File: config.mk
export PLATFORM = sky130hd
export DESIGN_NAME = am_ssb_demod_decimator
export DESIGN_NICKNAME = d
export VERILOG_FILES = /design/src/hw/rtl/amssb_pkg.sv /design/src/hw/rtl/am_ssb_demod_decimator.sv /design/src/hw/rtl/amssb_hilbert.sv
export SDC_FILE = /design/constraint.sdc
export NUM_CORES = 2
export LEC_CHECK = 0
export BUFFER_PORTS_ARGS = -buffer_cell sky130_fd_sc_hd__buf_2
export CORE_MARGIN = 1
export CORE_UTILIZATION = 67
export CTS_BUF_LIST = sky130_fd_sc_hd__clkbuf_4 sky130_fd_sc_hd__clkbuf_8
export CTS_CLUSTER_SIZE = 30
export DETAILED_ROUTE_END_ITERATION = 12
export PLACE_DENSITY_LB_ADDON = 0.08
export SKIP_LAST_GASP = 1
export SLEW_MARGIN = 20
export SYNTH_ARGS = -nofsm -noshare
export SYNTH_HDL_FRONTEND = slang
export SYNTH_HIERARCHICAL = 1
export SYNTH_SLANG_ARGS = --single-unit
File: constraint.sdc
create_clock -name clock -period 20.5 [get_ports clock]
set_input_delay 4.1 -clock clock [delete_from_list [all_inputs] [get_ports clock]]
set_output_delay 4.1 -clock clock [all_outputs]
set_load 0.03 [all_outputs]
File: src/hw/rtl/amssb_pkg.sv
// Shared types, constants and saturation helper for the AM/SSB demodulator.
package amssb_pkg;

   localparam int SAMPLE_W       = 16;
   localparam int DECIMATION_DEF = 4;
   localparam int N_TAPS         = 31;
   localparam int Q_DEPTH        = 16;
   localparam int N_PAIRS        = 8;
   localparam int COEF_W         = 15;
   localparam int ACC_W          = 32;
   localparam int SHIFT          = 15;

   localparam logic MODE_SSB = 1'b0;
   localparam logic MODE_AM  = 1'b1;

   typedef logic signed [SAMPLE_W-1:0] sample_type;
   typedef logic signed [SAMPLE_W+1:0] wide_type;

   localparam wide_type SAT_POS = 18'sd32767;
   localparam wide_type SAT_NEG = -18'sd32767;

   // symmetric clip to +-32767
   function automatic sample_type sat_sym(input wide_type v);
      sample_type r;
      if (v > SAT_POS) begin
         r = sample_type'(SAT_POS);
      end else if (v < SAT_NEG) begin
         r = sample_type'(SAT_NEG);
      end else begin
         r = sample_type'(v);
      end
      return r;
   endfunction

endpackage

File: src/hw/rtl/am_ssb_demod_decimator.sv
// Top level of the decimating AM / SSB I/Q demodulator.
// One I/Q transaction in gives one sample out, one transaction per cycle sustained while
// rsp_ready is high; it goes through the input register, then the result register,
// all arithmetic in one pass between them. Only every DECIMATION-th transaction is
// demodulated; the others return zero and leave the delay lines alone. csr_wr_data selects
// the mode: 0 is SSB (31-tap Hilbert of I, >>>15, plus Q delayed 15 demod steps, clipped
// to +-32767), 1 is AM (31/32 max + 3/8 min of |I|,|Q|, clipped to 32767). Delay lines
// hold their contents while AM is selected. Change mode only while the block is idle.
module am_ssb_demod_decimator import amssb_pkg::*; #(
   parameter int DECIMATION = DECIMATION_DEF
) (
   input  logic       clock,
   input  logic       reset,
   input  logic       req_valid,
   output logic       req_ready,
   input  sample_type req_i_sample,
   input  sample_type req_q_sample,
   output logic       rsp_valid,
   input  logic       rsp_ready,
   output sample_type rsp_out_sample,
   input  logic       csr_wr_en,
   input  logic       csr_wr_data
);

   localparam int PH_W = $clog2(DECIMATION + 1);
   localparam logic [PH_W-1:0] PH_LAST = PH_W'(DECIMATION - 1);

   logic             mode_ff;
   logic             s1_vld_ff, s1_vld_in;
   sample_type       s1_i_ff, s1_q_ff;
   logic [PH_W-1:0]  phase_ff, phase_in;
   logic             rsp_vld_ff, rsp_vld_in;
   sample_type       rsp_ff, rsp_in;

   logic             s1_adv;
   logic             demod_step;
   logic             ssb_shift;
   sample_type       ssb_sample;

   logic [SAMPLE_W:0]   ext_i, ext_q, abs_i, abs_q, hi, lo;
   logic [SAMPLE_W+5:0] hi31;
   logic [SAMPLE_W+1:0] lo3;
   logic [SAMPLE_W:0]   am_sum;
   sample_type          am_sample;

   // stage 1 moves on when the result register is free or being drained
   assign s1_adv     = s1_vld_ff && (!rsp_vld_ff || rsp_ready);
   assign req_ready  = !s1_vld_ff || s1_adv;
   assign demod_step = (phase_ff == PH_LAST);
   assign ssb_shift  = s1_adv && demod_step && (mode_ff == MODE_SSB);

   always_comb begin
      s1_vld_in = s1_vld_ff;
      if (req_valid && req_ready) begin
         s1_vld_in = 1'b1;
      end else if (s1_adv) begin
         s1_vld_in = 1'b0;
      end
      phase_in = phase_ff;
      if (s1_adv) begin
         phase_in = demod_step ? '0 : phase_ff + 1'b1;
      end
      rsp_vld_in = rsp_vld_ff;
      if (s1_adv) begin
         rsp_vld_in = 1'b1;
      end else if (rsp_ready) begin
         rsp_vld_in = 1'b0;
      end
   end

   amssb_hilbert u_hilbert (
      .clock      (clock),
      .reset      (reset),
      .shift_en   (ssb_shift),
      .i_sample   (s1_i_ff),
      .q_sample   (s1_q_ff),
      .ssb_sample (ssb_sample)
   );

   // alpha-max-beta-min; |-32768| needs the 17th bit
   always_comb begin
      ext_i  = {s1_i_ff[SAMPLE_W-1], s1_i_ff};
      ext_q  = {s1_q_ff[SAMPLE_W-1], s1_q_ff};
      abs_i  = ext_i[SAMPLE_W] ? (~ext_i + 1'b1) : ext_i;
      abs_q  = ext_q[SAMPLE_W] ? (~ext_q + 1'b1) : ext_q;
      hi     = (abs_i > abs_q) ? abs_i : abs_q;
      lo     = (abs_i > abs_q) ? abs_q : abs_i;
      hi31   = {hi, 5'b0} - {5'b0, hi};
      lo3    = {lo, 1'b0} + {1'b0, lo};
      am_sum = hi31[SAMPLE_W+5:5] + {2'b0, lo3[SAMPLE_W+1:3]};
      am_sample = sat_sym(wide_type'({1'b0, am_sum}));
   end

   always_comb begin
      rsp_in = '0;
      if (demod_step) begin
         rsp_in = (mode_ff == MODE_AM) ? am_sample : ssb_sample;
      end
   end

   always_ff @(posedge clock) begin
      if (reset) begin
         mode_ff    <= MODE_SSB;
         s1_vld_ff  <= 1'b0;
         phase_ff   <= '0;
         rsp_vld_ff <= 1'b0;
      end else begin
         if (csr_wr_en) begin
            mode_ff <= csr_wr_data;
         end
         s1_vld_ff  <= s1_vld_in;
         phase_ff   <= phase_in;
         rsp_vld_ff <= rsp_vld_in;
      end
   end

   always_ff @(posedge clock) begin
      if (req_valid && req_ready) begin
         s1_i_ff <= req_i_sample;
         s1_q_ff <= req_q_sample;
      end
      if (s1_adv) begin
         rsp_ff <= rsp_in;
      end
   end

   assign rsp_valid      = rsp_vld_ff;
   assign rsp_out_sample = rsp_ff;

   a_phase_range: assert property (@(posedge clock) disable iff (reset)
      phase_ff <= PH_LAST)
      else $error("phase counter out of range");

   a_zero_off_step: assert property (@(posedge clock) disable iff (reset)
      (s1_adv && !demod_step) |=> (rsp_out_sample == '0))
      else $error("non-demod transaction gave nonzero sample");

   a_am_positive: assert property (@(posedge clock) disable iff (reset)
      (s1_adv && demod_step && mode_ff == MODE_AM) |=> !rsp_out_sample[SAMPLE_W-1])
      else $error("AM magnitude negative");

   a_no_min_neg: assert property (@(posedge clock) disable iff (reset)
      rsp_valid |-> (rsp_out_sample != 16'h8000))
      else $error("output escaped saturation");

   a_stall_holds: assert property (@(posedge clock) disable iff (reset)
      !req_ready |-> (s1_vld_ff && rsp_vld_ff && !rsp_ready))
      else $error("input stalled without back-pressure");

endmodule

File: src/hw/rtl/amssb_hilbert.sv
// I/Q delay lines and 31-tap odd-tap Hilbert sum for the SSB path.
module amssb_hilbert import amssb_pkg::*; (
   input  logic       clock,
   input  logic       reset,
   input  logic       shift_en,
   input  sample_type i_sample,
   input  sample_type q_sample,
   output sample_type ssb_sample
);

   sample_type i_line_ff [N_TAPS];
   sample_type q_line_ff [Q_DEPTH];
   sample_type i_line_in [N_TAPS];
   sample_type q_line_in [Q_DEPTH];

   logic signed [SAMPLE_W:0]  diff  [N_PAIRS];
   logic signed [ACC_W-1:0]   prod  [N_PAIRS];
   logic signed [ACC_W-1:0]   acc;
   logic signed [ACC_W-SHIFT-1:0] hv;
   wide_type                  sum;

   function automatic logic [COEF_W-1:0] hilb_coef(input logic [2:0] k);
      logic [COEF_W-1:0] c;
      case (k)
         3'd0:    c = 15'd1293;
         3'd1:    c = 15'd1492;
         3'd2:    c = 15'd1763;
         3'd3:    c = 15'd2155;
         3'd4:    c = 15'd2771;
         3'd5:    c = 15'd3879;
         3'd6:    c = 15'd6466;
         3'd7:    c = 15'd19398;
         default: c = '0;
      endcase
      return c;
   endfunction

   // line contents as they stand after this step's shift
   always_comb begin
      i_line_in[0] = i_sample;
      for (int j = 1; j < N_TAPS; j++) begin
         i_line_in[j] = i_line_ff[j-1];
      end
      q_line_in[0] = q_sample;
      for (int j = 1; j < Q_DEPTH; j++) begin
         q_line_in[j] = q_line_ff[j-1];
      end
   end

   always_ff @(posedge clock) begin
      if (reset) begin
         for (int j = 0; j < N_TAPS; j++) begin
            i_line_ff[j] <= '0;
         end
         for (int j = 0; j < Q_DEPTH; j++) begin
            q_line_ff[j] <= '0;
         end
      end else if (shift_en) begin
         i_line_ff <= i_line_in;
         q_line_ff <= q_line_in;
      end
   end

   // antisymmetric pairs: older tap minus newer tap, times constant
   always_comb begin
      acc = '0;
      for (int k = 0; k < N_PAIRS; k++) begin
         diff[k] = {i_line_in[N_TAPS-1-2*k][SAMPLE_W-1], i_line_in[N_TAPS-1-2*k]}
                 - {i_line_in[2*k][SAMPLE_W-1], i_line_in[2*k]};
         prod[k] = $signed({{(ACC_W-SAMPLE_W-1){diff[k][SAMPLE_W]}}, diff[k]})
                 * $signed({{(ACC_W-COEF_W){1'b0}}, hilb_coef(3'(k))});
         acc     = acc + prod[k];
      end
      hv  = acc[ACC_W-1:SHIFT];
      sum = wide_type'(hv) + wide_type'(q_line_in[Q_DEPTH-1]);
   end

   assign ssb_sample = sat_sym(sum);

endmodule
[After elaboration in Yosys (flattened, before gate mapping)]
Cells that the tools add are included.
Storage, ports and cells
  flip-flop bits (word level): 774
  output and inout bits: 18
  logic and storage cells: 115
Cells by class
  $add $sub $neg: 22
  $mul: 8
  $lt $le $gt $ge: 5
  equality and inequality tests: 1
  multiplexer cells: 14
  bitwise logic cells: 3
  reductions and logical operators: 10
Operator list (count)
  $add A32 B32 Y32: 7
  $sub A16 B16 Y17: 8
  $mul A17 B13 Y30 const B: 4
  $mux W16: 5
  $mux W17: 4
  $mul A17 B12 Y29 const B: 2
  $lt A18 B16 Y1 const B: 2
  $add A17 B1 Y17 const B: 2
  $not A17 Y17: 2
  $mul A17 B15 Y31 const B: 1
  $mul A17 B10 Y27 const B: 1
  $sub A22 B17 Y22: 1
  $add A17 B16 Y18: 1
  $add A18 B17 Y18: 1
  $gt A18 B16 Y1 const B: 1
  $add A17 B15 Y17: 1
  $gt A17 B15 Y1 const B: 1
  $gt A17 B17 Y1: 1
  $logic_and A1 B1 Y1: 4
  $mux W1: 4
  $reduce_bool A2 Y1: 2
  $add A3 B1 Y3 const B: 1
  $eq A3 B2 Y1 const B: 1
  $mux W3: 1
  other kinds (3): 5

[Depth between registers and ports, before layout]
  word-level depth: 14
  depth in mapped cells: 73
  gate-level depth less buffers: 72

[Modules after synthesis]
The synthesis kept the hierarchy.
By module, submodules not included
  amssb_hilbert: instances 1, cells each 6758, area each 66287.3 sq um, seq. area each 14413.8 sq um
  am_ssb_demod_decimator: instances 1, cells each 559, area each 5142.4 sq um, seq. area each 1561.5 sq um

[Least setup slack after synthesis]
Ideal clock, no wire load.
  path kind: register to register
  start: reg u_hilbert/i_line_ff[48] in the netlist's numbering
  end: reg rsp_ff[2], in the netlist rsp_out_sample[2] (data pin)
  library setup time: 0.258 ns
  arrival: 16.981 ns
  required time: 20.242 ns
  path slack: 3.261 ns
  stages on the path, launching flop included: 71
  path buffers: 2
  period minus slack after synthesis: 17.239 ns
  cells stage by stage: dfxtp_1 -> inv_1 -> ha_1 -> fa_1 -> nor2b_1 -> o21ai_0 -> a21boi_0 -> o21ai_0 -> a21boi_0 -> o21ai_0 -> a21oi_1 -> o41ai_1 -> nand4b_1 -> a41oi_1 -> inv_1 -> ha_1 -> fa_1 -> fa_1 -> [... 35 more ...] -> xnor2_1 -> xnor2_1 -> xnor2_1 -> xnor2_1 -> xnor2_1 -> xnor3_1 -> xnor3_1 -> xnor3_1 -> xnor2_1 -> ha_1 -> nor3_1 -> a211oi_1 -> o311ai_0 -> o211ai_1 -> and2_1 -> clkbuf_1 -> o21ai_0 -> o221a_2
On the way
  longest elaborated chain between the ends: 14
Ends and longest elaborated chain
  from (decl): RTL line amssb_hilbert.sv:11  | sample_type i_line_ff [N_TAPS];
  from (signal assigned): RTL line amssb_hilbert.sv:59  | i_line_ff <= i_line_in;
  $sub A16 B16 Y17 (*): RTL line amssb_hilbert.sv:69  | - {i_line_in[2*k][SAMPLE_W-1], i_line_in[2*k]};
  $mul A17 B10 Y27 (*): RTL line amssb_hilbert.sv:71  | * $signed({{(ACC_W-COEF_W){1'b0}}, hilb_coef(3'(k))});
  $add A32 B32 Y32 (*) (7 in a row): RTL line amssb_hilbert.sv:72  | acc = acc + prod[k];
  $add A17 B16 Y18 (*): RTL line amssb_hilbert.sv:75  | sum = wide_type'(hv) + wide_type'(q_line_in[Q_DEPTH-1]);
  $lt A18 B16 Y1: RTL line amssb_pkg.sv:27  | end else if (v < SAT_NEG) begin
  $mux W16: RTL line amssb_pkg.sv:27
  $mux W16 (*): RTL line amssb_pkg.sv:25  | if (v > SAT_POS) begin
  via ssb_sample[2]: RTL line am_ssb_demod_decimator.sv:38  | sample_type ssb_sample;
  $mux W16 (*): RTL line am_ssb_demod_decimator.sv:97  | rsp_in = (mode_ff == MODE_AM) ? am_sample : ssb_sample;
  to (signal assigned): RTL line am_ssb_demod_decimator.sv:123  | rsp_ff <= rsp_in;
  to (decl): RTL line am_ssb_demod_decimator.sv:33  | sample_type rsp_ff, rsp_in;
Mark *: on every way through the listed nets, which the timed path passes. The rest lies on a longest branch.
A chain may end at the register's enable or synchronous reset.

[Final worst setup path]
Ends and elaborated chain as after synthesis.

==> metrics.log <==
[metrics] run status: complete, no violations
[metrics] number of iterations in the first detailed-routing pass: 7
[metrics] highest achievable clock rate: 53.1 MHz
[metrics] sequential power share: 25.7%
[metrics] Worst Setup Start Kind: register
[metrics] # H-tree levels: 4
[metrics] worst reg-to-reg path cell count: 67
[metrics] # placed instances: 8642
[metrics] final period utilization: 91.9%
[metrics] top-level I/O count: 56
[metrics] GRT Overall Usage: 33.2%
[metrics] netlist area before placement: 71400 um2
[metrics] die height: 329 um
[metrics] global-route wire length before repair: 277000 um
[metrics] buffer depth of the longest clock path: 3
[metrics] post-route setup slack: 1.66 ns
[metrics] wire length after detailed routing: 173000 um
[metrics] sw frac: 41.7%
[metrics] crit path DAT: 19.42 ns
[metrics] Wirelength per Cell: 19.4 um
[metrics] actual slew at the worst max-slew pin: 1.15 ns
[metrics] endpoints failing setup: 0
[metrics] post-synthesis sequential area ratio: 22.4%
[metrics] synthesized netlist cell count: 7317
[metrics] number of enable flip-flop cells after synthesis: 48
[metrics] CTS tree: built
[metrics] IR Drop Worst-Case VDD: 0.0000813 V
[metrics] number of non-filler instances in the completed layout: 8880
[metrics] worst reg2reg path endpoint: rsp_out_sample[2]
[metrics] slowest CP cell: sky130_fd_sc_hd__o21ai_0
[metrics] total core area: 105000 um2
[metrics] sum of overflow across all layers after global routing: 0
[metrics] clock tree root buffer cell: sky130_fd_sc_hd__clkbuf_8
[metrics] maximum cell stage delay along the critical path: 0.80 ns
[metrics] antenna-violating nets left: 0
[metrics] I/O Buffers: 55
[metrics] switching pwr: 2490 uW
[metrics] worst setup path class: reg2reg
[metrics] crit path max fanout: 11
[metrics] Async SR Flop Fraction: 0%
[metrics] die area: 108000 um2
[metrics] DRT iter0 DRCs: 3282
[metrics] layout-stage area growth over the synthesis result: 6.82%
[metrics] Clock Sink Count: 774
[metrics] Rel. slew slack: 22.7%
[metrics] standby leakage power: 0.0356 uW
[metrics] setup repair after global routing missed its margin: false
[metrics] clock power share: 26.0%
[metrics] final hold violations: 0
[metrics] via count normalized by instance count: 5.53
[metrics] Num CTS Buffers: 130
[metrics] most frequent cell on the critical path: sky130_fd_sc_hd__fa_1
[metrics] antenna violations before repair: 2
[metrics] Yosys reg bits: 774
[metrics] starting density of the core: 67.8%
[metrics] Total Nets Final: 9180
[metrics] ys flop type: sky130_fd_sc_hd__dfxtp_1
[metrics] final count of pins violating max slew: 0
[metrics] reg2reg start: u_hilbert/i_line_ff[48]
[metrics] estimated wirelength of the detail-placed design: 143000 um
[metrics] Internal Pwr Total: 3480 uW
[metrics] endpoint type of the worst setup path: register
[metrics] power per cell area: 78.3 nW/um2
[metrics] fraction of layout instances using a drive strength above 1: 5.37%
[metrics] Clock Pin Slew Worst Setup and Hold Paths: 0.06 ns
[metrics] worst-case clock skew: 0.0505 ns
[metrics] cell row count: 119
[metrics] number of hold buffers added after cts: 0
[metrics] class of the tightest hold or removal check: reg2reg
[metrics] pre-CTS setup slack: 1.71 ns
[metrics] Vias: 49066
[metrics] power share of the combinational group: 48.3%
[metrics] cell taking the most area after synthesis: sky130_fd_sc_hd__fa_1
[metrics] syn_area_per_cell: 9.76 um2
[metrics] Max-cap violations: 0
[metrics] die width: 329 um
[metrics] fraction of post-synthesis cell area in the top cell type by area: 23.3%
[metrics] Cells on Worst Hold Path: 2
[metrics] Unique masters post-synth: 94
[metrics] number of global-route vias before repair: 50613
[metrics] DRC violations left: 0
[metrics] placer's final routability congestion estimate: 1.00
[metrics] capture point of the worst path: rsp_out_sample[2]
[metrics] register-to-register path setup slack: 1.66 ns
[metrics] Post-CTS Setup Bufs: 0
[metrics] Syn. warnings: 6
[metrics] Worst Setup SP: u_hilbert/i_line_ff[48]
[metrics] data required time at the worst endpoint: 21.08 ns
[metrics] most area-consuming cells after synthesis: sky130_fd_sc_hd__fa_1 (23%), sky130_fd_sc_hd__dfxtp_1 (20%), sky130_fd_sc_hd__ha_1 (16%)
[metrics] quantity of gates resized following cts: 0
[metrics] Setup TNS Final: 0 ns
[metrics] final critical path time including I/O delays and setup: 18.84 ns
[metrics] largest net degree at the start of global routing: 158
[metrics] worst-skew pair later-pin latency: 0.82 ns
[worst min path at each step]
stage	startpoint	slack, ns	endpoint
floorplan	phase_ff[2]	0.43	phase_ff[2]
global placement	phase_ff[2]	0.44	phase_ff[2]
detailed placement	phase_ff[2]	0.45	phase_ff[2]
CTS	u_hilbert/q_line_ff[38]	0.47	u_hilbert/q_line_ff[22]
global route	u_hilbert/i_line_ff[128]	0.49	u_hilbert/i_line_ff[112]
finish	u_hilbert/q_line_ff[38]	0.48	u_hilbert/q_line_ff[22]
[layout by cell type (no fill, tap or decap), types with 33 or more instances in the layout]
cell type,count
sky130_fd_sc_hd__nor2_1,921
sky130_fd_sc_hd__o21bai_1,34
sky130_fd_sc_hd__xor2_1,115
sky130_fd_sc_hd__nand2b_1,35
sky130_fd_sc_hd__nor3_1,66
sky130_fd_sc_hd__xnor2_1,207
sky130_fd_sc_hd__buf_4,58
sky130_fd_sc_hd__fa_1,831
sky130_fd_sc_hd__a21oi_1,192
sky130_fd_sc_hd__nor2b_1,48
sky130_fd_sc_hd__o21ai_0,130
sky130_fd_sc_hd__dfxtp_1,726
sky130_fd_sc_hd__nand2_1,140
sky130_fd_sc_hd__mux2i_1,740
sky130_fd_sc_hd__clkbuf_8,154
sky130_fd_sc_hd__buf_2,54
sky130_fd_sc_hd__a21o_1,91
sky130_fd_sc_hd__o21a_1,33
sky130_fd_sc_hd__edfxtp_1,48
sky130_fd_sc_hd__inv_1,1427
sky130_fd_sc_hd__clkbuf_4,37
sky130_fd_sc_hd__ha_1,928
[power groups by stage]
stage          clock network, uW  registers (uW)  logic (uW)
2_1_floorplan                  0            1570        1940
3_3_place_gp                   0            1570        2770
3_5_place_dp                   0            1570        2840
4_1_cts                     1590            1530        2860
5_1_grt                     1650            1530        3190
6_report                    1550            1530        2890
[cell families after synthesis]
group / after synthesis / synth area share, %
compound gates: 714 / 6.65
xor+xnor: 332 / 4.15
fa+ha+maj: 1762 / 39.6
buf+inv: 1612 / 8.48
flops: 774 / 22.4
mux: 746 / 10.5
other cells: 2 / 0.0105
simple gates: 1375 / 8.27
[synthesized netlist by cell type, drive strengths merged (66+ instances only)]
cell / n
xnor2: 213
nor2: 922
clkbuf: 126
nor3: 66
a21o: 91
inv: 1429
ha: 928
nand2: 141
a21oi: 193
o21ai: 142
dfxtp: 726
xor2: 116
mux2i: 740
fa: 831
[layout make-up]
cell class / instances / area (um2)
Fill cell: 8069 / 29100
Multi-Input combinational cell: 4933 / 49500
Tap cell: 1391 / 1740
Clock buffer: 191 / 2400
Antenna cell: 2 / 5.00
Sequential cell: 774 / 16000
Inverter: 1429 / 5360
Timing Repair Buffer: 115 / 761
Clock inverter: 45 / 592
[routing by layer]
| layer | GRT usage (%) | wire length, um | vias to the layer above |
|---|---|---|---|
| li1 | - | - | 23715 |
| met1 | 44.2 | 76300 | 23986 |
| met2 | 54.5 | 80900 | 1053 |
| met3 | 4.59 | 8070 | 312 |
| met4 | 13.4 | 7300 | 0 |
| met5 | 0 | 0 | - |
[metrics by stage]
step	power (uW)	util (%)	cell area (um2)	hold WS, ns
after global placement	4340	69.5	73300	0.437
final	5980	72.4	76300	0.475
after CTS	5990	72.4	76300	0.470
after detailed placement	4410	69.5	73300	0.446
after floorplan	3510	-	71400	0.426
after global routing	6380	72.4	76300	0.493
[worst max-delay path: cells and delay by family (launching register included)]
family | cells | cell delay (ns)
adder cells (fa/ha/maj) | 21 | 8.72
AO/OA/AOI/OAI | 24 | 5.90
XOR/XNOR | 8 | 1.88
AND/OR/NAND/NOR | 6 | 1.26
buffers and inverters | 8 | 0.46
flip-flops | 1 | 0.35
[flip-flops by register name (all words and copies together), names as in the netlist]
name and flops:
s1_q_ff 16, rsp_out_sample 16, mode_ff 1, s1_vld_ff 1, rsp_valid 1, u_hilbert/i_line_ff 480
u_hilbert/q_line_ff 240, s1_i_ff 16, phase_ff 3
Power figures use the tool's default switching activity.
